File: config.mk
export PLATFORM = sky130hd
export DESIGN_NAME = rouse_mode_projection_top
export DESIGN_NICKNAME = d
export VERILOG_FILES = /design/src/rtl/rmp_pkg.sv /design/src/rtl/rouse_mode_projection_top.sv /design/src/rtl/rmp_ctrl.sv /design/src/rtl/rmp_datapath.sv
export SDC_FILE = /design/constraint.sdc
export NUM_CORES = 2
export LEC_CHECK = 0
export ABC_CLOCK_PERIOD_IN_PS = 9500
export BUFFER_PORTS_ARGS = -buffer_cell sky130_fd_sc_hd__buf_2
export CORE_MARGIN = 3
export CORE_UTILIZATION = 50
export CTS_BUF_LIST = sky130_fd_sc_hd__clkbuf_16
export DETAILED_ROUTE_END_ITERATION = 8
export PLACE_DENSITY = 0.69
export SKIP_LAST_GASP = 1
export SYNTH_ARGS = -nofsm -noshare
export SYNTH_HDL_FRONTEND = slang
export SYNTH_SLANG_ARGS = --single-unit
File: constraint.sdc
create_clock -name clk_i -period 9.5 [get_ports clk_i]
set_input_delay 0.95 -clock clk_i [delete_from_list [all_inputs] [get_ports clk_i]]
set_output_delay 0.95 -clock clk_i [all_outputs]
set_load 0.03 [all_outputs]
File: src/rtl/rmp_pkg.sv
// ----------------------------------------------------------------------------
// rmp_pkg
// Shared constants, types and the CORDIC angle table of the Rouse mode
// projection block.
// ----------------------------------------------------------------------------
package rmp_pkg;

  localparam int MAX_BEADS    = 4096;
  localparam int CORDIC_STEPS = 16;

  // Field and register widths.
  localparam int POS_W     = 32;
  localparam int MODE_W    = 48;
  localparam int CHAIN_W   = 16;
  localparam int COUNT_W   = 13;
  localparam int STEP_W    = 24;
  localparam int NORM_W    = 16;
  localparam int CFG_IDX_W = 2;
  localparam int CFG_W     = 24;
  localparam int SUM_W     = 64;

  // Bead index and the width used to compare it with the chain length.
  localparam int BEAD_W = $clog2(MAX_BEADS);
  localparam int CMP_W  = (BEAD_W + 1 > COUNT_W) ? BEAD_W + 1 : COUNT_W;

  // CORDIC datapath.
  localparam int XW       = 34;
  localparam int ATAN_W   = 30;
  localparam int TBL_IDX  = 5;
  localparam int W_W      = 18;
  localparam int MUL_A_W  = 33;
  localparam int MUL_B_W  = 18;
  localparam int PROD_W   = MUL_A_W + MUL_B_W;
  localparam int HI_W     = 48;
  localparam int FIN_W    = 50;
  localparam int CNT_W    = $clog2(CORDIC_STEPS);

  localparam logic signed [XW-1:0] CORDIC_START = XW'(652032874);

  // Reset values of the configuration registers.
  localparam logic [COUNT_W-1:0] BEAD_COUNT_RST = COUNT_W'(16);
  localparam logic [STEP_W-1:0]  ANGLE_STEP_RST = STEP_W'(524288);
  localparam logic [NORM_W-1:0]  NORM_SCALE_RST = NORM_W'(23170);

  // Sequencer terminal counts.
  localparam logic [CNT_W-1:0] ROT_LAST = CNT_W'(CORDIC_STEPS - 1);
  localparam logic [CNT_W-1:0] MAC_LAST = CNT_W'(3);
  localparam logic [CNT_W-1:0] FIN_LAST = CNT_W'(6);

  typedef enum logic [CFG_IDX_W-1:0] {
    REG_BEAD_COUNT = 2'd0,
    REG_ANGLE_STEP = 2'd1,
    REG_NORM_SCALE = 2'd2
  } rmp_reg_e;

  // Commands from the sequencer to the datapath.
  typedef struct packed {
    logic             accept;
    logic             rot;
    logic             cos;
    logic             mac;
    logic             fin;
    logic [CNT_W-1:0] step;
  } rmp_cmd_t;

  // Status from the datapath to the sequencer.
  typedef struct packed {
    logic last;
  } rmp_stat_t;

  // Arctangent of 2^-i with 2^32 units per turn.
  function automatic logic [ATAN_W-1:0] atan_turns(input logic [TBL_IDX-1:0] idx);
    logic [ATAN_W-1:0] val;
    case (idx)
      5'd0:    val = 30'd536870912;
      5'd1:    val = 30'd316933406;
      5'd2:    val = 30'd167458907;
      5'd3:    val = 30'd85004756;
      5'd4:    val = 30'd42667331;
      5'd5:    val = 30'd21354465;
      5'd6:    val = 30'd10679838;
      5'd7:    val = 30'd5340245;
      5'd8:    val = 30'd2670163;
      5'd9:    val = 30'd1335087;
      5'd10:   val = 30'd667544;
      5'd11:   val = 30'd333772;
      5'd12:   val = 30'd166886;
      5'd13:   val = 30'd83443;
      5'd14:   val = 30'd41722;
      5'd15:   val = 30'd20861;
      5'd16:   val = 30'd10430;
      5'd17:   val = 30'd5215;
      5'd18:   val = 30'd2608;
      5'd19:   val = 30'd1304;
      5'd20:   val = 30'd652;
      5'd21:   val = 30'd326;
      5'd22:   val = 30'd163;
      5'd23:   val = 30'd81;
      default: val = '0;
    endcase
    return val;
  endfunction

endpackage

File: src/rtl/rouse_mode_projection_top.sv
// ----------------------------------------------------------------------------
// rouse_mode_projection_top
// Rouse normal-mode projection of bead chains.
// ----------------------------------------------------------------------------
// Each request carries one bead position. The block weights it by the
// cosine of the bead's mode angle and adds it into three 64-bit saturating
// sums; the last bead of a chain produces one mode vector with its chain
// number. For a bead that does not end a chain, the cosine comes from a
// single CORDIC shift-add stage iterated CORDIC_STEPS times, followed by
// three multiply-accumulates on one shared 33x18 multiplier. A bead that
// ends a chain adds final scaling on the same multiplier, which begins only
// once the previous result has left the output register. The output
// register holds a finished result while the next beads are taken in.
// Configuration is written through the plain write port; the user must do
// so only while the block is idle, which the block itself does not enforce.
// ----------------------------------------------------------------------------
module rouse_mode_projection_top
  import rmp_pkg::*;
(
  input  logic                     clk_i,
  input  logic                     rst_ni,
  input  logic                     cfg_we_i,
  input  logic [CFG_IDX_W-1:0]     cfg_idx_i,
  input  logic [CFG_W-1:0]         cfg_data_i,
  input  logic                     in_valid_i,
  output logic                     in_stall_o,
  input  logic signed [POS_W-1:0]  pos_x_i,
  input  logic signed [POS_W-1:0]  pos_y_i,
  input  logic signed [POS_W-1:0]  pos_z_i,
  output logic                     out_valid_o,
  input  logic                     out_stall_i,
  output logic signed [MODE_W-1:0] mode_x_o,
  output logic signed [MODE_W-1:0] mode_y_o,
  output logic signed [MODE_W-1:0] mode_z_o,
  output logic [CHAIN_W-1:0]       chain_number_o
);

  rmp_cmd_t  cmd;
  rmp_stat_t stat;

  rmp_ctrl u_ctrl (
    .clk_i       (clk_i),
    .rst_ni      (rst_ni),
    .in_valid_i  (in_valid_i),
    .in_stall_o  (in_stall_o),
    .out_valid_o (out_valid_o),
    .out_stall_i (out_stall_i),
    .stat_i      (stat),
    .cmd_o       (cmd)
  );

  rmp_datapath u_dp (
    .clk_i          (clk_i),
    .rst_ni         (rst_ni),
    .cfg_we_i       (cfg_we_i),
    .cfg_idx_i      (cfg_idx_i),
    .cfg_data_i     (cfg_data_i),
    .pos_x_i        (pos_x_i),
    .pos_y_i        (pos_y_i),
    .pos_z_i        (pos_z_i),
    .cmd_i          (cmd),
    .stat_o         (stat),
    .mode_x_o       (mode_x_o),
    .mode_y_o       (mode_y_o),
    .mode_z_o       (mode_z_o),
    .chain_number_o (chain_number_o)
  );

endmodule

File: src/rtl/rmp_ctrl.sv
// ----------------------------------------------------------------------------
// rmp_ctrl
// Sequencer: accepts a request, steps the CORDIC, the three multiply-
// accumulates and the end-of-chain scaling, and owns the result valid.
// ----------------------------------------------------------------------------
module rmp_ctrl
  import rmp_pkg::*;
(
  input  logic      clk_i,
  input  logic      rst_ni,
  input  logic      in_valid_i,
  output logic      in_stall_o,
  output logic      out_valid_o,
  input  logic      out_stall_i,
  input  rmp_stat_t stat_i,
  output rmp_cmd_t  cmd_o
);

  typedef enum logic [4:0] {
    S_IDLE = 5'b00001,
    S_ROT  = 5'b00010,
    S_COS  = 5'b00100,
    S_MAC  = 5'b01000,
    S_FIN  = 5'b10000
  } rmp_state_e;

  rmp_state_e       state_q, state_d;
  logic [CNT_W-1:0] cnt_q, cnt_d;
  logic             out_valid_q, out_valid_d;

  always_comb begin
    state_d     = state_q;
    cnt_d       = cnt_q;
    out_valid_d = out_valid_q;
    cmd_o       = '0;
    cmd_o.step  = cnt_q;
    if (out_valid_q && !out_stall_i) begin
      out_valid_d = 1'b0;
    end
    unique case (state_q)
      S_IDLE: begin
        if (in_valid_i) begin
          cmd_o.accept = 1'b1;
          state_d      = S_ROT;
          cnt_d        = '0;
        end
      end
      S_ROT: begin
        cmd_o.rot = 1'b1;
        if (cnt_q == ROT_LAST) begin
          state_d = S_COS;
        end else begin
          cnt_d = cnt_q + 1'b1;
        end
      end
      S_COS: begin
        cmd_o.cos = 1'b1;
        state_d   = S_MAC;
        cnt_d     = '0;
      end
      S_MAC: begin
        cmd_o.mac = 1'b1;
        if (cnt_q == MAC_LAST) begin
          cnt_d   = '0;
          state_d = stat_i.last ? S_FIN : S_IDLE;
        end else begin
          cnt_d = cnt_q + 1'b1;
        end
      end
      S_FIN: begin
        cmd_o.fin = 1'b1;
        // The scaling writes the output registers, so it starts only once
        // the previous result has been taken.
        if (cnt_q == '0 && out_valid_q) begin
          cnt_d = cnt_q;
        end else if (cnt_q == FIN_LAST) begin
          state_d     = S_IDLE;
          out_valid_d = 1'b1;
        end else begin
          cnt_d = cnt_q + 1'b1;
        end
      end
      default: begin
        state_d = S_IDLE;
      end
    endcase
  end

  always_ff @(posedge clk_i or negedge rst_ni) begin
    if (!rst_ni) begin
      state_q     <= S_IDLE;
      cnt_q       <= '0;
      out_valid_q <= 1'b0;
    end else begin
      state_q     <= state_d;
      cnt_q       <= cnt_d;
      out_valid_q <= out_valid_d;
    end
  end

  assign in_stall_o  = (state_q != S_IDLE);
  assign out_valid_o = out_valid_q;

endmodule

File: src/rtl/rmp_datapath.sv
// ----------------------------------------------------------------------------
// rmp_datapath
// Configuration registers, bead and phase counters, the shared CORDIC
// stage, one shared multiplier and the saturating sums and scaling.
// ----------------------------------------------------------------------------
module rmp_datapath
  import rmp_pkg::*;
(
  input  logic                        clk_i,
  input  logic                        rst_ni,
  input  logic                        cfg_we_i,
  input  logic [CFG_IDX_W-1:0]        cfg_idx_i,
  input  logic [CFG_W-1:0]            cfg_data_i,
  input  logic signed [POS_W-1:0]     pos_x_i,
  input  logic signed [POS_W-1:0]     pos_y_i,
  input  logic signed [POS_W-1:0]     pos_z_i,
  input  rmp_cmd_t                    cmd_i,
  output rmp_stat_t                   stat_o,
  output logic signed [MODE_W-1:0]    mode_x_o,
  output logic signed [MODE_W-1:0]    mode_y_o,
  output logic signed [MODE_W-1:0]    mode_z_o,
  output logic [CHAIN_W-1:0]          chain_number_o
);

  localparam logic signed [SUM_W-1:0]  SUM_MAX  = {1'b0, {(SUM_W-1){1'b1}}};
  localparam logic signed [SUM_W-1:0]  SUM_MIN  = {1'b1, {(SUM_W-1){1'b0}}};
  localparam logic signed [MODE_W-1:0] MODE_MAX = {1'b0, {(MODE_W-1){1'b1}}};
  localparam logic signed [MODE_W-1:0] MODE_MIN = {1'b1, {(MODE_W-1){1'b0}}};

  // Configuration.
  logic [COUNT_W-1:0] bead_count_q;
  logic [STEP_W-1:0]  angle_step_q;
  logic [NORM_W-1:0]  norm_scale_q;

  // Chain state.
  logic [BEAD_W-1:0]  bead_idx_q;
  logic [STEP_W-1:0]  phase_q;
  logic [CHAIN_W-1:0] chain_q;
  logic               last_q;

  // Item payload and CORDIC state.
  logic signed [POS_W-1:0] pos_x_q, pos_y_q, pos_z_q;
  logic signed [XW-1:0]    x_q, y_q, z_q;
  logic                    neg_q;
  logic signed [W_W-1:0]   w_q;

  logic signed [SUM_W-1:0]  sum_x_q, sum_y_q, sum_z_q;
  logic signed [PROD_W-1:0] prod_q;
  logic signed [HI_W-1:0]   hi_q;

  logic signed [MODE_W-1:0] mode_x_q, mode_y_q, mode_z_q;
  logic [CHAIN_W-1:0]       chain_out_q;

  // ---------------------------------------------------------------- accept
  logic [CMP_W-1:0]  len;
  logic [CMP_W-1:0]  idx_next;
  logic              last_d;
  logic [24:0]       ang25;
  logic [31:0]       ang32;
  logic [31:0]       ang_test;
  logic [31:0]       ang_fold;

  always_comb begin
    if (CMP_W'(bead_count_q) < CMP_W'(2)) begin
      len = CMP_W'(2);
    end else if (CMP_W'(bead_count_q) > CMP_W'(MAX_BEADS)) begin
      len = CMP_W'(MAX_BEADS);
    end else begin
      len = CMP_W'(bead_count_q);
    end
    idx_next = CMP_W'(bead_idx_q) + 1'b1;
    last_d   = (idx_next >= len);
    // Half-step offset: angle = 2*phase + step in Q0.25 turns.
    ang25    = {phase_q, 1'b0} + {1'b0, angle_step_q};
    ang32    = {ang25, 7'b0};
    ang_test = ang32 + 32'h4000_0000;
    ang_fold = ang_test[31] ? (ang32 ^ 32'h8000_0000) : ang32;
  end

  // ------------------------------------------------------------- CORDIC
  logic signed [XW-1:0] xs, ys, at;
  logic signed [XW-1:0] x_rot, y_rot, z_rot;

  always_comb begin
    xs = x_q >>> cmd_i.step;
    ys = y_q >>> cmd_i.step;
    at = $signed({{(XW-ATAN_W){1'b0}}, atan_turns(TBL_IDX'(cmd_i.step))});
    if (!z_q[XW-1]) begin
      x_rot = x_q - ys;
      y_rot = y_q + xs;
      z_rot = z_q - at;
    end else begin
      x_rot = x_q + ys;
      y_rot = y_q - xs;
      z_rot = z_q + at;
    end
  end

  // Cosine rounded to Q.16.
  logic signed [XW-1:0] x_fin;
  logic signed [XW-1:0] x_rnd;

  always_comb begin
    x_fin = neg_q ? -x_q : x_q;
    x_rnd = x_fin + XW'(8192);
  end

  // ---------------------------------------------------- shared multiplier
  logic [1:0]                rd_sel;
  logic signed [SUM_W-1:0]   sum_rd;
  logic signed [MUL_A_W-1:0] mul_a;
  logic signed [MUL_B_W-1:0] mul_b;
  logic signed [PROD_W-1:0]  prod_d;
  logic [CNT_W-1:0]          step_dec;

  always_comb begin
    step_dec = cmd_i.step - 1'b1;
    if (cmd_i.fin) begin
      rd_sel = 2'(cmd_i.step >> 1);
    end else begin
      rd_sel = 2'(step_dec);
    end
    case (rd_sel)
      2'd0:    sum_rd = sum_x_q;
      2'd1:    sum_rd = sum_y_q;
      2'd2:    sum_rd = sum_z_q;
      default: sum_rd = '0;
    endcase

    mul_a = '0;
    mul_b = '0;
    if (cmd_i.fin) begin
      // Even steps take the upper word of a sum, odd steps the lower one.
      mul_a = cmd_i.step[0] ? $signed({1'b0, sum_rd[31:0]})
                            : $signed({sum_rd[SUM_W-1], sum_rd[SUM_W-1:32]});
      mul_b = $signed({{(MUL_B_W-NORM_W){1'b0}}, norm_scale_q});
    end else begin
      case (cmd_i.step)
        CNT_W'(0): mul_a = MUL_A_W'(pos_x_q);
        CNT_W'(1): mul_a = MUL_A_W'(pos_y_q);
        CNT_W'(2): mul_a = MUL_A_W'(pos_z_q);
        default:   mul_a = '0;
      endcase
      mul_b = w_q;
    end
    prod_d = mul_a * mul_b;
  end

  // Saturating accumulate of the registered product.
  logic signed [SUM_W:0]   acc_wide;
  logic signed [SUM_W-1:0] acc_sat;

  always_comb begin
    acc_wide = {sum_rd[SUM_W-1], sum_rd} + (SUM_W+1)'(prod_q);
    if (acc_wide[SUM_W] != acc_wide[SUM_W-1]) begin
      acc_sat = acc_wide[SUM_W] ? SUM_MIN : SUM_MAX;
    end else begin
      acc_sat = acc_wide[SUM_W-1:0];
    end
  end

  // Final scaling: hi*scale plus the rounded upper part of lo*scale.
  logic [HI_W:0]            lo_rnd;
  logic signed [FIN_W-1:0]  fin_wide;
  logic signed [MODE_W-1:0] fin_sat;
  logic [CNT_W-1:0]         fin_comp;

  always_comb begin
    lo_rnd   = {1'b0, prod_q[HI_W-1:0]} + (HI_W+1)'(33'h0_8000_0000);
    fin_wide = FIN_W'(hi_q) + $signed({{(FIN_W-(HI_W+1-32)){1'b0}}, lo_rnd[HI_W:32]});
    if (fin_wide > FIN_W'(MODE_MAX)) begin
      fin_sat = MODE_MAX;
    end else if (fin_wide < FIN_W'(MODE_MIN)) begin
      fin_sat = MODE_MIN;
    end else begin
      fin_sat = fin_wide[MODE_W-1:0];
    end
    fin_comp = (cmd_i.step >> 1) - 1'b1;
  end

  logic fin_write;
  assign fin_write = cmd_i.fin && !cmd_i.step[0] && (cmd_i.step != '0);

  // ----------------------------------------------------------- registers
  always_ff @(posedge clk_i or negedge rst_ni) begin
    if (!rst_ni) begin
      bead_count_q <= BEAD_COUNT_RST;
      angle_step_q <= ANGLE_STEP_RST;
      norm_scale_q <= NORM_SCALE_RST;
    end else if (cfg_we_i) begin
      unique case (cfg_idx_i)
        REG_BEAD_COUNT: bead_count_q <= cfg_data_i[COUNT_W-1:0];
        REG_ANGLE_STEP: angle_step_q <= cfg_data_i[STEP_W-1:0];
        REG_NORM_SCALE: norm_scale_q <= cfg_data_i[NORM_W-1:0];
        default: ;
      endcase
    end
  end

  always_ff @(posedge clk_i or negedge rst_ni) begin
    if (!rst_ni) begin
      bead_idx_q <= '0;
      phase_q    <= '0;
      chain_q    <= '0;
      last_q     <= 1'b0;
      sum_x_q    <= '0;
      sum_y_q    <= '0;
      sum_z_q    <= '0;
    end else begin
      if (cmd_i.accept) begin
        last_q <= last_d;
        if (last_d) begin
          bead_idx_q <= '0;
          phase_q    <= '0;
        end else begin
          bead_idx_q <= idx_next[BEAD_W-1:0];
          phase_q    <= phase_q + angle_step_q;
        end
      end
      if (cmd_i.mac && cmd_i.step != '0) begin
        case (rd_sel)
          2'd0:    sum_x_q <= acc_sat;
          2'd1:    sum_y_q <= acc_sat;
          2'd2:    sum_z_q <= acc_sat;
          default: ;
        endcase
      end
      if (cmd_i.fin && cmd_i.step == FIN_LAST) begin
        sum_x_q <= '0;
        sum_y_q <= '0;
        sum_z_q <= '0;
        chain_q <= chain_q + 1'b1;
      end
    end
  end

  always_ff @(posedge clk_i) begin
    if (cmd_i.accept) begin
      pos_x_q <= pos_x_i;
      pos_y_q <= pos_y_i;
      pos_z_q <= pos_z_i;
      x_q     <= CORDIC_START;
      y_q     <= '0;
      z_q     <= XW'($signed(ang_fold));
      neg_q   <= ang_test[31];
    end else if (cmd_i.rot) begin
      x_q <= x_rot;
      y_q <= y_rot;
      z_q <= z_rot;
    end
    if (cmd_i.cos) begin
      w_q <= x_rnd[14+W_W-1:14];
    end
    prod_q <= prod_d;
    if (cmd_i.fin && cmd_i.step[0]) begin
      hi_q <= prod_q[HI_W-1:0];
    end
    if (fin_write) begin
      case (fin_comp)
        CNT_W'(0): mode_x_q <= fin_sat;
        CNT_W'(1): mode_y_q <= fin_sat;
        CNT_W'(2): mode_z_q <= fin_sat;
        default: ;
      endcase
    end
    if (cmd_i.fin && cmd_i.step == FIN_LAST) begin
      chain_out_q <= chain_q;
    end
  end

  assign stat_o.last    = last_q;
  assign mode_x_o       = mode_x_q;
  assign mode_y_o       = mode_y_q;
  assign mode_z_o       = mode_z_q;
  assign chain_number_o = chain_out_q;

endmodule

-- Word level (Yosys, flattened, before mapping)
Memory sizes are Yosys's and may differ from the RTL's.
Index checks and enable logic that the tools add are counted.
- register bits: 784
- bits in read-only memories: 480
- input bits: 127
- output and inout port bits: 162
- memories: 1
- add/sub/neg operators: 19
- multipliers: 1
- magnitude comparators: 5
- equality and inequality tests: 25
- shifts and indexed selects: 2
- muxes and demuxes: 53
- bitwise operators: 1
- reductions and logical operators: 31
- memories (name ; words ; width ; rd ports ; clocked after memory_dff ; wr ports ; RTL line ; text):
    (no name shown) ; 16 ; 30 ; 1 ; 0 ; 0 ; rmp_pkg.sv:74 ; case (idx)
- operators with widths (kind ; number):
    64-bit 2-to-1 mux ; 11
    64-bit case mux with 3 select lines ; 1
    34-bit 2-to-1 mux ; 5
    33-bit case mux with 3 select lines ; 1
    48-bit 2-to-1 mux ; 2
    34-bit adder ; 2
    34-bit by 4-bit >>> shifter with 34-bit output ; 2
    34-bit subtractor ; 2
    33-bit 2-to-1 mux ; 2
    64-bit by 51-bit adder with 65-bit output ; 1
    32-bit 2-to-1 mux ; 2
    33-bit by 18-bit multiplier with 51-bit output ; 1
    50-bit by 48-bit greater-than comparator with 1-bit output, second input constant ; 1
    50-bit by 48-bit less-than comparator with 1-bit output, second input constant ; 1
    48-bit by 18-bit adder with 49-bit output ; 1
    48-bit by 32-bit adder with 49-bit output, second input constant ; 1
    34-bit by 31-bit adder with 34-bit output ; 1
    34-bit by 31-bit subtractor with 34-bit output ; 1
    32-bit by 15-bit adder with 32-bit output, second input constant ; 1
    32-bit by 31-bit adder with 32-bit output, second input constant ; 1
    32-bit negation ; 1
    5-bit 2-to-1 mux ; 6
    13-bit 2-to-1 mux ; 2
    25-bit by 24-bit adder with 25-bit output ; 1
    42 further kinds ; 87

-- Logic depth before layout (Yosys ltp)
- depth in word-level cells: 11
- mapped depth: 43

-- Hierarchy
Synthesis repeated with hierarchy kept, for this count alone.
- cell total of the unflattened synthesis: 7321
- area total of the unflattened synthesis: 69140.1 um^2
- modules (own cells, without submodules) (module ; instances ; cells each ; area each (um^2)):
    rmp_datapath ; 1 ; 7240 ; 68411.9
    rmp_ctrl ; 1 ; 81 ; 728.2

-- Worst setup path after synthesis
Ideal clock, no wire load.
- path type: reg2reg
- from: register u_ctrl.cnt_q[0]
- to: register u_dp.prod_q[44]
- library setup time: 0.123 ns
- arrival: 10.145 ns
- required time: 9.377 ns
- setup slack: -0.768 ns
- stages on the path, launching flop included: 39
- buffers on the path: 10
- period minus slack after synthesis: 10.268 ns
- path through: dfrtp_1 buf_2 inv_2 clkbuf_1 buf_2 buf_2 clkbuf_1 clkbuf_1 clkbuf_1 ha_1 a21oi_1 and2_1 clkbuf_1 buf_1 nand2_1 o21ai_0 mux2_2 o21a_1 [3 not listed] fa_1 fa_1 fa_1 inv_1 fa_1 inv_1 fa_1 inv_1 ha_1 and3_1 a311oi_1 a211oi_1 nor4_1 o221ai_1 a31oi_1 o21ba_2 o21bai_1 xor2_1
- longest elaborated chain between the ends: 7
- elaborated cells on any way between the ends: 13
- those cells by class: add/sub: 1; mul: 1; eq/ne: 4; mux: 5; reduce/logical: 2
- RTL lines (what ; RTL line ; text):
    start: declaration ; rmp_ctrl.sv:28 ; logic [CNT_W-1:0] cnt_q, cnt_d;
    start signal: assignment ; rmp_ctrl.sv:96 ; cnt_q <= cnt_d;
    2-bit by 1-bit subtractor with 2-bit output ; rmp_datapath.sv:117 ; step_dec = cmd_i.step - 1'b1;
    2-bit 2-to-1 mux ; rmp_datapath.sv:118 ; if (cmd_i.fin) begin
    2-bit == test (tied with other cells) ; rmp_datapath.sv:123 ; case (rd_sel)
    64-bit case mux with 3 select lines ; rmp_datapath.sv:123 ;
    33-bit 2-to-1 mux ; rmp_datapath.sv:134 ; mul_a = cmd_i.step[0] ? $signed({1'b0, sum_rd[31:0]})
    33-bit 2-to-1 mux * ; rmp_datapath.sv:132 ; if (cmd_i.fin) begin
    33-bit by 18-bit multiplier with 51-bit output * ; rmp_datapath.sv:146 ; prod_d = mul_a * mul_b;
    net u_dp.prod_d[44] ; rmp_datapath.sv:113 ; logic signed [PROD_W-1:0] prod_d;
    end signal: assignment ; rmp_datapath.sv:254 ; prod_q <= prod_d;
    end: declaration ; rmp_datapath.sv:48 ; logic signed [PROD_W-1:0] prod_q;
Mark *: on every way through the listed nets, which the timed path passes. The rest lies on a longest branch.
A chain may end at the register's enable or synchronous reset.

-- Worst setup path in the final report
- from: register u_ctrl.state_q[1]
- to: register u_dp.prod_q[48]
- longest elaborated chain between the ends: 8
- elaborated cells on any way between the ends: 11
- those cells by class: mul: 1; eq/ne: 3; mux: 6; reduce/logical: 1
- RTL lines (what ; RTL line ; text):
    start: declaration ; rmp_ctrl.sv:27 ; rmp_state_e state_q, state_d;
    start signal: assignment ; rmp_ctrl.sv:95 ; state_q <= state_d;
    5-bit == test * ; rmp_ctrl.sv:40 ; unique case (state_q)
    1-bit 2-to-1 mux * ; rmp_ctrl.sv:40 ;
    2-bit 2-to-1 mux ; rmp_datapath.sv:118 ;
    2-bit == test (tied with other cells) ; rmp_datapath.sv:123 ;
    64-bit case mux with 3 select lines ; rmp_datapath.sv:123 ;
    33-bit 2-to-1 mux ; rmp_datapath.sv:134 ;
    33-bit 2-to-1 mux ; rmp_datapath.sv:132 ;
    33-bit by 18-bit multiplier with 51-bit output * ; rmp_datapath.sv:146 ;
    net u_dp.prod_d[48] ; rmp_datapath.sv:113 ;
Marked as above.

==> results <==
- For this run, the register share of the synthesized area comes to 0.3011.
- The checks that failed: capacitance limit.
- Synthesis produced 7490 cells.
- Entering global routing, the biggest net connects 124 pins.
- Of the cells placed in the final design, the portion with a size suffix greater than 1 is 0.1132.
- The arrival time reported for the critical path endpoint is 9.92 ns.
- The number of antenna violations at the first check in global routing was 12.
- The maximum fanout along the worst path is 30.
- The number of routed nets with antenna violations is 0.
- For this run, the slowest stage of the critical path takes 0.60 ns.
- In this run the number of H-tree levels came out at 3.
- In this run the core area contains 135 standard-cell rows.
- The most frequent cell after synthesis is nand2_1.
- The final layout contains routed wiring with a total length of 226200 um.
- The y dimension of the die is 377.9 um.
- The later pin in the worst-skew pair is clocked with a latency of 0.74 ns.
- The maximum buffer depth of the clock tree is 3.
- The width of the chip is 377.9 um.
- The area taken by multi-input logic gates is 44080 um2.
- Summed over all layers, the global routing overflow is 0.
- The overall global routing resource usage is 0.3157.
- For this run, the top clock speed supported by timing is 108.1 MHz.
- The synthesized area per cell is 9.233 um2.
- Ranked by total cell area, the synthesized netlist is headed by fa_1 (17%), edfxtp_1 (16%), dfrtp_1 (11%).
- The post-synthesis cell type with the largest combined area is fa_1.
- The worst path in the final design needs a cycle of 9.255 ns, including I/O delays and setup.
- The net count of the finished layout is 8766.
- In this run the count of I/O pins placed on the die edge is 289.
- On the final layout, the worst clock skew is 0.06237 ns.
- The final number of max-transition violations was 0.
- The standard cell with the maximum stage delay on the critical path is fa_1.
- Setup violations remaining at the end of the flow were counted as 0.
- STA classifies the critical path endpoint as a flop.
- Using the TritonRoute via totals, the vias-per-cell ratio works out to 6.016.
- The number of global-route vias before repair is 56340.
- The number of vias in the routed layout is 57410.
- The setup slack after placement is -0.07425 ns.
- The first detailed-routing pass ran for 8 iterations.
- At the pin with the least slew margin, the transition time is 1.440 ns.
- The total half-perimeter wirelength after legalization and detailed placement is 174200 um.
- After the first detailed-routing iteration, the DRC count stood at 5654.
- The path type of the worst setup path is flop to flop.
- Among the stages of the critical path, the cell type that occurs most often is fa_1.
- During placement, the flow inserted port buffers numbering 288.
- After layout, the worst setup slack is 0.2453 ns.
- Clock-pin slew was measured on the worst setup and hold paths at 0.06 ns.
- For this run, the leading register cell type out of synthesis is edfxtp_1.
- The starting utilization of the core area is 0.5067.
- The flow ran to the end, but the final reports show violations.
- The post-detailed-route wirelength per cell is 23.70 um.
- The count of fill cells added during filler insertion is 12300.
- The Yosys warning count is 0.
- The number of hold-slack violations in the final timing report was 0.
- The die covers 142800 um2.
- The count of distinct cell types in the synthesized netlist is 94.
- The first global-routing pass estimated 343000 um of wire.
- The worst hold slack is 0.1789 ns.
- The synthesis-stage register bit count is 784.
- In this run, post-CTS hold repair placed 0 buffers.
- The number of enable flip-flop cells after synthesis is 357.
- Clock tree synthesis found a total of 784 sinks.
- The total area of sequential cells is 20840 um2.
- At the end of routability-driven placement, the weighted congestion stood at 1.041.
- The beginning of the critical path is u_ctrl.state_q[1].
- After detailed routing, the number of remaining DRC violations is 0.
- The startpoint of the lowest-slack register-to-register path is u_ctrl.state_q[1].
- TritonCTS built the clock tree.
- Measured in cells, the most critical reg-to-reg path has a length of 32.
- The fraction of synthesized cell area taken by the top area cell type is 0.1667.
- Buffers inserted during clock tree synthesis total 86.
- At the end of the flow the core is filled with cells to 0.5576.
- The clock tree root driver cell is clkbuf_16.
- The area growth from synthesis to layout is 10.04%.
- The class of the most critical hold timing path is primary input to asynchronous set/reset pin.
- After synthesis, the share of flip-flops with an asynchronous set or reset is 0.3929.
- Across all register-to-register paths, the minimum setup slack is 0.25 ns.
- For the worst setup path, the data required time is 10.16 ns.
- The part of the cycle the worst path needs is 0.9742.
- The area of the placeable core is 136500 um2.
- Setup repair after global routing left no endpoint under its margin.
- The total negative slack for setup checks is 0 ns.
- Across the run, the number of max-cap violations was 1.
- The commonest cells after synthesis are nand2_1 (975), inv_1 (806), fa_1 (576), nor2_1 (573), a21oi_1 (410).
- Counting every net in the synthesized netlist gives 8568.
- The netlist area before placement is 69160 um2.
- The type of element launching the critical path is a flop.
- The relative slew slack is 0.01484.
- The endpoint identified for the worst register-to-register timing path is u_dp.prod_q[48].
cells by family (layout without fill, tap and decap cells):
group,after synthesis,after routing,synth area share
multiplexers,306,306,0.05540
AO/OA/AOI/OAI,1630,1630,0.1474
other,0,5,0
flip-flops,784,784,0.3011
AND/OR/NAND/NOR,2198,2198,0.1404
buffers and inverters,1180,1448,0.06513
adder cells (fa/ha/maj),959,959,0.2357
XOR/XNOR,433,433,0.05484
layout make-up:
type                    count  share of cell area
diodes                      5           0.0001644
clock buffers              88             0.02894
clock inverters            70            0.008830
inverters                 809             0.03999
multi-input cells        5526              0.5793
flip-flops and latches    784              0.2738
well taps                1781             0.02928
repair buffers            481             0.03969
sequential cells by signal, summed over array words and instances, names as in the netlist, 12 cells and up:
signal               cells
u_dp.x_q                34
u_dp.chain_q            16
u_dp.z_q                34
u_dp.bead_count_q       13
u_dp.pos_z_q            32
u_dp.pos_x_q            32
u_dp.phase_q            24
u_dp.w_q                18
u_dp.norm_scale_q       16
u_dp.chain_number_o     16
u_dp.angle_step_q       24
u_dp.mode_z_o           48
u_dp.pos_y_q            32
u_dp.sum_z_q            64
u_dp.hi_q               48
u_dp.y_q                34
u_dp.mode_x_o           48
u_dp.sum_x_q            64
u_dp.mode_y_o           48
u_dp.sum_y_q            64
u_dp.prod_q             51
u_dp.bead_idx_q         12
per-stage QoR:
stage | instances | instance area [um2]
after floorplan | 7490 | 69190
after global placement | 9379 | 73180
after detailed placement | 9379 | 73180
after CTS | 9537 | 76060
after global routing | 9541 | 76090
final | 9544 | 76100
worst max-delay path: cells and delay by family, from the launching register on:
kind | cells | cell delay [ns]
fa+ha+maj | 7 | 3.46
compound gates | 11 | 2.47
simple gates | 6 | 1.08
mux | 2 | 0.92
buf+inv | 5 | 0.63
flops | 1 | 0.43
xor+xnor | 1 | 0.13
how the worst max path moves through the flow:
| stage | endpoint | slack [ns] |
|---|---|---|
| 2_1_floorplan | u_dp.prod_q[44] | 0.007 |
| 3_3_place_gp | u_dp.prod_q[48] | -0.08 |
| 3_5_place_dp | u_dp.prod_q[50] | -0.07 |
| 4_1_cts | u_dp.prod_q[50] | 0.21 |
| 5_1_grt | u_dp.prod_q[47] | 0.01 |
| 6_report | u_dp.prod_q[48] | 0.25 |
per-layer routing:
metal	share of wire	up-vias	GRT usage
met2	0.43	2994	0.4777
met1	0.42	28100	0.4390
met5	0.000093	-	0
li1	-	25860	-
met4	0.042	4	0.1152
met3	0.11	457	0.08021
cells in the final DEF (no fill, tap or decap), types with 186 or more instances in the layout:
| master | n |
|---|---|
| o21ai_0 | 379 |
| a21oi_1 | 409 |
| ha_1 | 375 |
| nand3_1 | 186 |
| dfrtp_1 | 295 |
| xnor2_1 | 258 |
| nor2_1 | 565 |
| edfxtp_1 | 357 |
| buf_2 | 287 |
| nand2_1 | 971 |
| fa_1 | 576 |
| inv_1 | 817 |
timing repair:
| action | CTS | global route |
|---|---|---|
| gates resized for setup | 1 | 3 |
| setup endpoints to repair | 3 | 10 |
| pin swaps | 0 | 1 |
| buffers inserted | 0 | 2 |
Power is left out: the tool's default activity adds up to more than one toggle a clock period on the data nets, which glitch-free logic cannot reach.
